===== src/rtl/glff_pkg.sv =====
`timescale 1ns / 1ps
`default_nettype none
// ============================================================================
// glff_pkg - shared types and constants for the graphic LCD frame store
// Command codes, bus instruction bytes, state types and the command/status
// bundles between the controller and the datapath.
// ============================================================================
package glff_pkg;

    // Default panel geometry
    localparam int PANEL_WIDTH_DEF  = 128;
    localparam int PANEL_HEIGHT_DEF = 64;

    // Stream widths
    localparam int S_TDATA_W = 24;
    localparam int S_TUSER_W = 3;
    localparam int M_TDATA_W = 16;
    localparam int M_TUSER_W = 1;
    localparam int M_PAD_W   = 5;

    // Input field positions inside the slave tdata
    localparam int PX_LSB    = 0;
    localparam int PX_W      = 9;
    localparam int PY_LSB    = 9;
    localparam int PY_W      = 8;
    localparam int VALUE_BIT = 17;

    // LCD controller instruction bytes
    localparam logic [7:0] BYTE_SET_COLUMN = 8'h40;
    localparam logic [7:0] BYTE_SET_PAGE   = 8'hB8;
    localparam logic [7:0] BYTE_DISP_ON    = 8'h3F;
    localparam logic [7:0] BYTE_DISP_OFF   = 8'h3E;

    // Chip-select line levels, bit 0 is line one
    localparam logic [1:0] SEL_CHIP0 = 2'b01;
    localparam logic [1:0] SEL_CHIP1 = 2'b10;

    typedef enum logic [2:0] {
        CMD_CLEAR = 3'd0,
        CMD_DRAW  = 3'd1,
        CMD_START = 3'd2,
        CMD_TICK  = 3'd3,
        CMD_POWER = 3'd4
    } t_cmd;

    typedef enum logic [1:0] {
        PH_SELECT = 2'd0,
        PH_COLUMN = 2'd1,
        PH_PAGE   = 2'd2,
        PH_DATA   = 2'd3
    } t_flush_phase;

    typedef enum logic [1:0] {
        PW_SEL0   = 2'd0,
        PW_CODE   = 2'd1,
        PW_SEL1   = 2'd2,
        PW_REPEAT = 2'd3
    } t_pwr_step;

    typedef enum logic [2:0] {
        ST_CLEAR      = 3'd0,
        ST_IDLE       = 3'd1,
        ST_DRAW       = 3'd2,
        ST_TICK       = 3'd3,
        ST_PWR_SEL0   = 3'd4,
        ST_PWR_CODE   = 3'd5,
        ST_PWR_SEL1   = 3'd6,
        ST_PWR_REPEAT = 3'd7
    } t_state;

    typedef struct packed {
        logic      clr_init;
        logic      clr_run;
        logic      pix_rd;
        logic      pix_wr;
        logic      flush_start;
        logic      flush_step;
        logic      pwr_cap;
        logic      pwr_emit;
        t_pwr_step pwr_step;
    } t_dp_cmd;

    typedef struct packed {
        logic busy;
        logic pix_ok;
        logic clr_last;
        logic slot_free;
    } t_dp_status;

endpackage
`default_nettype wire


===== src/rtl/glff_ctrl.sv =====
`timescale 1ns / 1ps
`default_nettype none
// ============================================================================
// glff_ctrl - command sequencer for the graphic LCD frame store
// Decodes accepted commands and steps the datapath through clearing,
// pixel read-modify-write, flush strobes and the display power sequence.
// ============================================================================
module glff_ctrl (
    input  logic                           i_clk,
    input  logic                           i_rst_n,
    input  logic                           i_s_tvalid,
    input  logic [glff_pkg::S_TUSER_W-1:0] i_s_tuser,
    output logic                           o_s_tready,
    input  glff_pkg::t_dp_status           i_status,
    output glff_pkg::t_dp_cmd              o_cmd
);
    import glff_pkg::*;

    t_state r_state, n_state;
    logic   w_accept;

    assign o_s_tready = (r_state == ST_IDLE);
    assign w_accept   = i_s_tvalid && o_s_tready;

    always_ff @(posedge i_clk) begin
        if (!i_rst_n) begin
            r_state <= ST_CLEAR;
        end else begin
            r_state <= n_state;
        end
    end

    always_comb begin
        n_state = r_state;
        unique case (r_state)
            ST_CLEAR: begin
                if (i_status.clr_last) n_state = ST_IDLE;
            end
            ST_IDLE: begin
                if (w_accept) begin
                    unique case (i_s_tuser)
                        CMD_CLEAR: if (!i_status.busy) n_state = ST_CLEAR;
                        CMD_DRAW: begin
                            if (!i_status.busy && i_status.pix_ok) n_state = ST_DRAW;
                        end
                        CMD_TICK:  if (i_status.busy) n_state = ST_TICK;
                        CMD_POWER: if (!i_status.busy) n_state = ST_PWR_SEL0;
                        default:   n_state = ST_IDLE;
                    endcase
                end
            end
            ST_DRAW: n_state = ST_IDLE;
            ST_TICK: begin
                if (i_status.slot_free) n_state = ST_IDLE;
            end
            ST_PWR_SEL0: begin
                if (i_status.slot_free) n_state = ST_PWR_CODE;
            end
            ST_PWR_CODE: begin
                if (i_status.slot_free) n_state = ST_PWR_SEL1;
            end
            ST_PWR_SEL1: begin
                if (i_status.slot_free) n_state = ST_PWR_REPEAT;
            end
            ST_PWR_REPEAT: begin
                if (i_status.slot_free) n_state = ST_IDLE;
            end
        endcase
    end

    always_comb begin
        o_cmd = '0;
        unique case (r_state)
            ST_CLEAR: o_cmd.clr_run = 1'b1;
            ST_IDLE: begin
                if (w_accept) begin
                    unique case (i_s_tuser)
                        CMD_CLEAR: o_cmd.clr_init    = !i_status.busy;
                        CMD_DRAW:  o_cmd.pix_rd      = !i_status.busy && i_status.pix_ok;
                        CMD_START: o_cmd.flush_start = !i_status.busy;
                        CMD_POWER: o_cmd.pwr_cap     = !i_status.busy;
                        default:   o_cmd.clr_init    = 1'b0;
                    endcase
                end
            end
            ST_DRAW: o_cmd.pix_wr = 1'b1;
            ST_TICK: o_cmd.flush_step = i_status.slot_free;
            ST_PWR_SEL0: begin
                o_cmd.pwr_emit = i_status.slot_free;
                o_cmd.pwr_step = PW_SEL0;
            end
            ST_PWR_CODE: begin
                o_cmd.pwr_emit = i_status.slot_free;
                o_cmd.pwr_step = PW_CODE;
            end
            ST_PWR_SEL1: begin
                o_cmd.pwr_emit = i_status.slot_free;
                o_cmd.pwr_step = PW_SEL1;
            end
            ST_PWR_REPEAT: begin
                o_cmd.pwr_emit = i_status.slot_free;
                o_cmd.pwr_step = PW_REPEAT;
            end
        endcase
    end

endmodule
`default_nettype wire


===== config.mk =====
export PLATFORM = sky130hd
export DESIGN_NAME = glff_ctrl
export DESIGN_NICKNAME = d
export VERILOG_FILES = /design/src/rtl/glff_pkg.sv /design/src/rtl/glff_ctrl.sv
export SDC_FILE = /design/constraint.sdc
export NUM_CORES = 1
export LEC_CHECK = 0
export BUFFER_PORTS_ARGS = -buffer_cell sky130_fd_sc_hd__buf_2
export CORE_AREA = 2 2 39 41
export CTS_BUF_LIST = sky130_fd_sc_hd__clkbuf_4 sky130_fd_sc_hd__clkbuf_8
export DETAILED_ROUTE_END_ITERATION = 10
export DIE_AREA = 0 0 41 43
export PLACE_DENSITY = 0.5
export SETUP_SLACK_MARGIN = 0.4
export SLEW_MARGIN = 20
export SYNTH_ARGS = -nofsm -noshare
export SYNTH_HDL_FRONTEND = slang
export SYNTH_SLANG_ARGS = --single-unit

===== constraint.sdc =====
create_clock -name i_clk -period 1.6 [get_ports i_clk]
set_input_delay 0.48 -clock i_clk [delete_from_list [all_inputs] [get_ports i_clk]]
set_output_delay 0.48 -clock i_clk [all_outputs]
set_load 0.05 [all_outputs]

==> results <==
- The run finished, with violations left.
- The checks that failed: setup timing.
- Ranked by flip-flop count, first place goes to r_state.
- On the final layout, the worst hold slack is 0.530 ns.
- The post-synthesis share of cell area spent on and, or, nand and nor gates is 50.6%.
- The first-iteration detailed-routing DRC count is 3.
- The register with the most flip-flops in the layout has 3 of them.
- The largest delay contributor family on the critical path is simple AND/OR/NAND/NOR gates.
- The cell count after synthesis is 46.
- The final core area utilization is 57.3%.
- The setup slack on the worst flop-to-flop path is 0.31 ns.
- The first global-routing pass estimated 1.80 mm of wire.
- At the placement stage, the worst setup path has a slack of -0.279 ns.
- The worst hold-check path type is in -> reg.
- The total nets after synthesis is 56.
- The area added between synthesis and finish is 149%.
- The classification of the worst setup path is reg -> out.
- The routed layout has 472 vias.
- Based on the critical path, the design can be clocked at up to 516 MHz.
- The total overflow reported by the global router is 0.
- The count of cell instances traversed by the critical path is 4.
- The via density per instance is 4.82.
- The maximum number of pins on one net before global-route repair is 10.
- The total count of hold-check failures in the final report is 0.
- From bottom edge to top edge, the die measures 43 microns.
- The number of global-route vias before repair is 450.
- Counting cells, the worst reg-to-reg path comes to 6.
- The wire length reported by the detailed router is 1.14 mm.
- The number of top-level pins is 21.
- A synthesized cell averages 6.94 sq um.
- The floorplan step set the die width to 41 microns.
- In the final routed layout, each cell accounts on average for 11.7 microns.
- In this run the number of H-tree levels came out at 1.
- The internal power summed over all cells is 279 uW.
- Summing the areas of all xor and xnor instances in the mapped netlist gives 0% of the synthesized area.
- The library cells used most frequently in the layout, excluding fill and tap cells, are 11 x buf_4, 8 x buf_2, 8 x buf_6.
- The number of standard-cell rows in the floorplan is 14.
- After clock tree synthesis, the setup repair step added 0 buffers.
- The clock passes through at most 2 buffers.
- The die area is 0.00176 sq mm.
- In this run the worst path has a maximum fanout of 3.
- STA puts the critical path data required time at 1.12 ns.
- After synthesis, the netlist uses 26 different library cells.
- The initial utilization of the core area, before any placement, comes to 23.1%.
- In the final layout, the registers with the most flip-flops are r_state (3).
- The total iterations of the first detailed-routing run is 4.
- The cell sitting at the root of the clock tree is a clkbuf_4.
- The clock latency of the later-clocked register in the worst-skew pair is 0.22 ns.
- The repair_antennas step left the layout with diodes totalling 0.
- The time the final worst path needs with I/O delays and setup is 1.94 ns.
- The clock buffer count from CTS is 3.
- After legalization and detailed placement, the total HPWL measured 875 microns.
- The count of nets after finishing is 93.
- The clock edge transition at the registers on the reported setup and hold paths is 0.03 ns.
- The final critical path takes up 121% of the cycle.
- The most common library cell in the layout ignoring fill and taps is buf_4.
- In this run switching power makes up 36.5% of total power.
- The maximum vdd ir drop is 0.000359 V.
- Setup violations remaining at the end of the flow were counted as 6.
- The largest individual stage delay along the critical path comes from the cell dfxtp_2.
- Traced cell by cell, the critical path runs through or2_4 -> nor4_4 -> nor3b_4 -> buf_6.
- The actual transition at the worst max-transition pin is 0.294 ns.
- The register bit count reported by yosys is 3.
- In the routed design, unresolved DRC markers number 0.
- The total power density per cell area is 554 mW/mm^2.
- Headroom to the max-slew limit came out at 80.1%.
- By area, the combinational part of the netlist is dominated by simple AND/OR/NAND/NOR gates.
- Counting both buffers and inverters, the worst setup path holds a total of 1.
- The clock network burns 32.7% of the power.
- The share of layout cells above drive strength 1 is 73.2%.
- The critical path data arrival time is 1.46 ns.
- The logic gate share of total power is 48.2%.
- The static leakage is 0.000346 uW.
- The clock tree from TritonCTS is built.
- The number of slew-limit violations in the final report is 0.
- In this run the tool buffered the top-level ports with 20 buffer cells.
- After floorplanning, the core was sized to cover 0.00138 sq mm.
- Setup repair after global routing could not meet its margin everywhere.
- The worst register-to-register path ends at r_state[1].
- After layout, the worst setup slack is -0.338 ns.
- The mux share of post-synthesis cell area is 0%.
- The sequential fraction of design power is 19.1%.
- The number of antenna violations at the first check in global routing was 0.
- The worst clock skew on the final layout is 0.00238 ns.
- The Yosys step of the flow raised 0 warnings.
- In this run the power spent charging and discharging nets is 160 uW.
- Of the total synthesized cell area, the portion taken by full adders, half adders and majority gates is 0%.
- STA classifies the critical path endpoint as a primary output.
- The synthesized netlist devotes 25.5% of its cell area to compound gates.
- Routability-driven placement finished with a final weighted congestion of 0.735.
- The count of antenna-violating nets left after detailed routing is 0.
- The post-cts hold buffer count is 0.
- The startpoint identified for the worst register-to-register timing path is r_state[2].
- Clock tree synthesis found a total of 3 sinks.
- In this run the most critical hold path is launched from i_rst_n.
- The highest cell delay on the worst timing path is 0.31 ns.
- The destination of the worst hold path is r_state[2].
- The max-cap check violation count is 0.
- The global-route total usage across every layer is 14.4%.
- In this run the cell area of the synthesized design comes to 319 sq um.
- The sort of element at the start of the critical path is a register.
- The sequential area share after synthesis is 18.8%.
- The instance count along the most critical hold path is 2.
## synthesized netlist by cell type, drive strengths merged
master | count | area share [%]
a21boi | 1 | 2.4
a311oi | 1 | 2.7
a31o | 1 | 2.7
a31oi | 2 | 3.9
and2 | 3 | 5.9
and3 | 1 | 2.0
buf | 1 | 1.6
dfxtp | 3 | 19
inv | 3 | 3.5
nand2 | 6 | 7.1
nand2b | 1 | 2.0
nor2 | 7 | 8.2
nor2b | 2 | 3.9
nor3 | 1 | 1.6
nor3b | 1 | 3.9
nor4 | 2 | 5.9
nor4b | 2 | 5.5
o211a | 1 | 3.1
o211ai | 2 | 4.7
o21ai | 2 | 3.1
o221ai | 1 | 2.7
or2 | 1 | 2.7
or3 | 1 | 2.0
## kinds of logic (layout without fill, tap and decap cells)
logic type	count (synthesis)	count (layout)
DFF	3	3
buffers and inverters	4	40
AOI/OAI and AO/OA	11	11
and+or+nand+nor	28	28
## through the flow
stage	total power, uW	instances	instance area (sq um)	setup TNS (ns)
6_report	440	98	793	-1.32
5_1_grt	463	98	793	-1.67
4_1_cts	444	98	777	-1.43
3_5_place_dp	269	94	634	-0.929
3_3_place_gp	268	94	634	-0.861
2_1_floorplan	209	46	428	-0.877
## layout make-up
cell class	count	area, sq um
Clock buffer	4	30.0
Fill cell	138	591
Sequential cell	3	63.8
Tap cell	16	20.0
Inverter	3	16.3
Multi-Input combinational cell	39	360
Timing Repair Buffer	33	303
## routing by layer
layer	global-route usage [%]	part of all wire, %	vias to the layer above
met4	4.00	0	0
met2	23.1	57	14
met3	1.57	4.4	0
met1	19.5	38	217
met5	0	0	-
li1	-	-	241
## power groups by stage
stage	Combinational, uW	Sequential, uW	Clock (uW)
detailed placement	184	85.2	0
global placement	183	85.1	0
CTS	211	84.1	149
global route	226	84.5	152
finish	212	84.0	144
floorplan	123	85.2	0
## worst reg2reg max path: stages (launching register included)
cell	delay (ns)
dfxtp_2	0.31
buf_4	0.15
inv_4	0.04
buf_4	0.15
or3_1	0.34
a21boi_1	0.13
a31o_1	0.11
## worst max-delay path by stage
| stage | startpoint | to | slack (ns) |
|---|---|---|---|
| 2_1_floorplan | r_state[2] | o_cmd[5] | -0.25 |
| 3_3_place_gp | i_s_tuser[2] | o_cmd[5] | -0.25 |
| 3_5_place_dp | i_s_tuser[2] | o_cmd[5] | -0.28 |
| 4_1_cts | r_state[2] | o_cmd[5] | -0.34 |
| 5_1_grt | r_state[2] | o_cmd[5] | -0.40 |
| 6_report | r_state[2] | o_cmd[5] | -0.34 |
## repair_timing
item | in CTS | in global routing
pin swaps | 1 | 3
endpoints found under the setup margin | 14 | 14
gates resized for setup | 33 | 5
No activity file was read; power rests on OpenSTA's default activity.
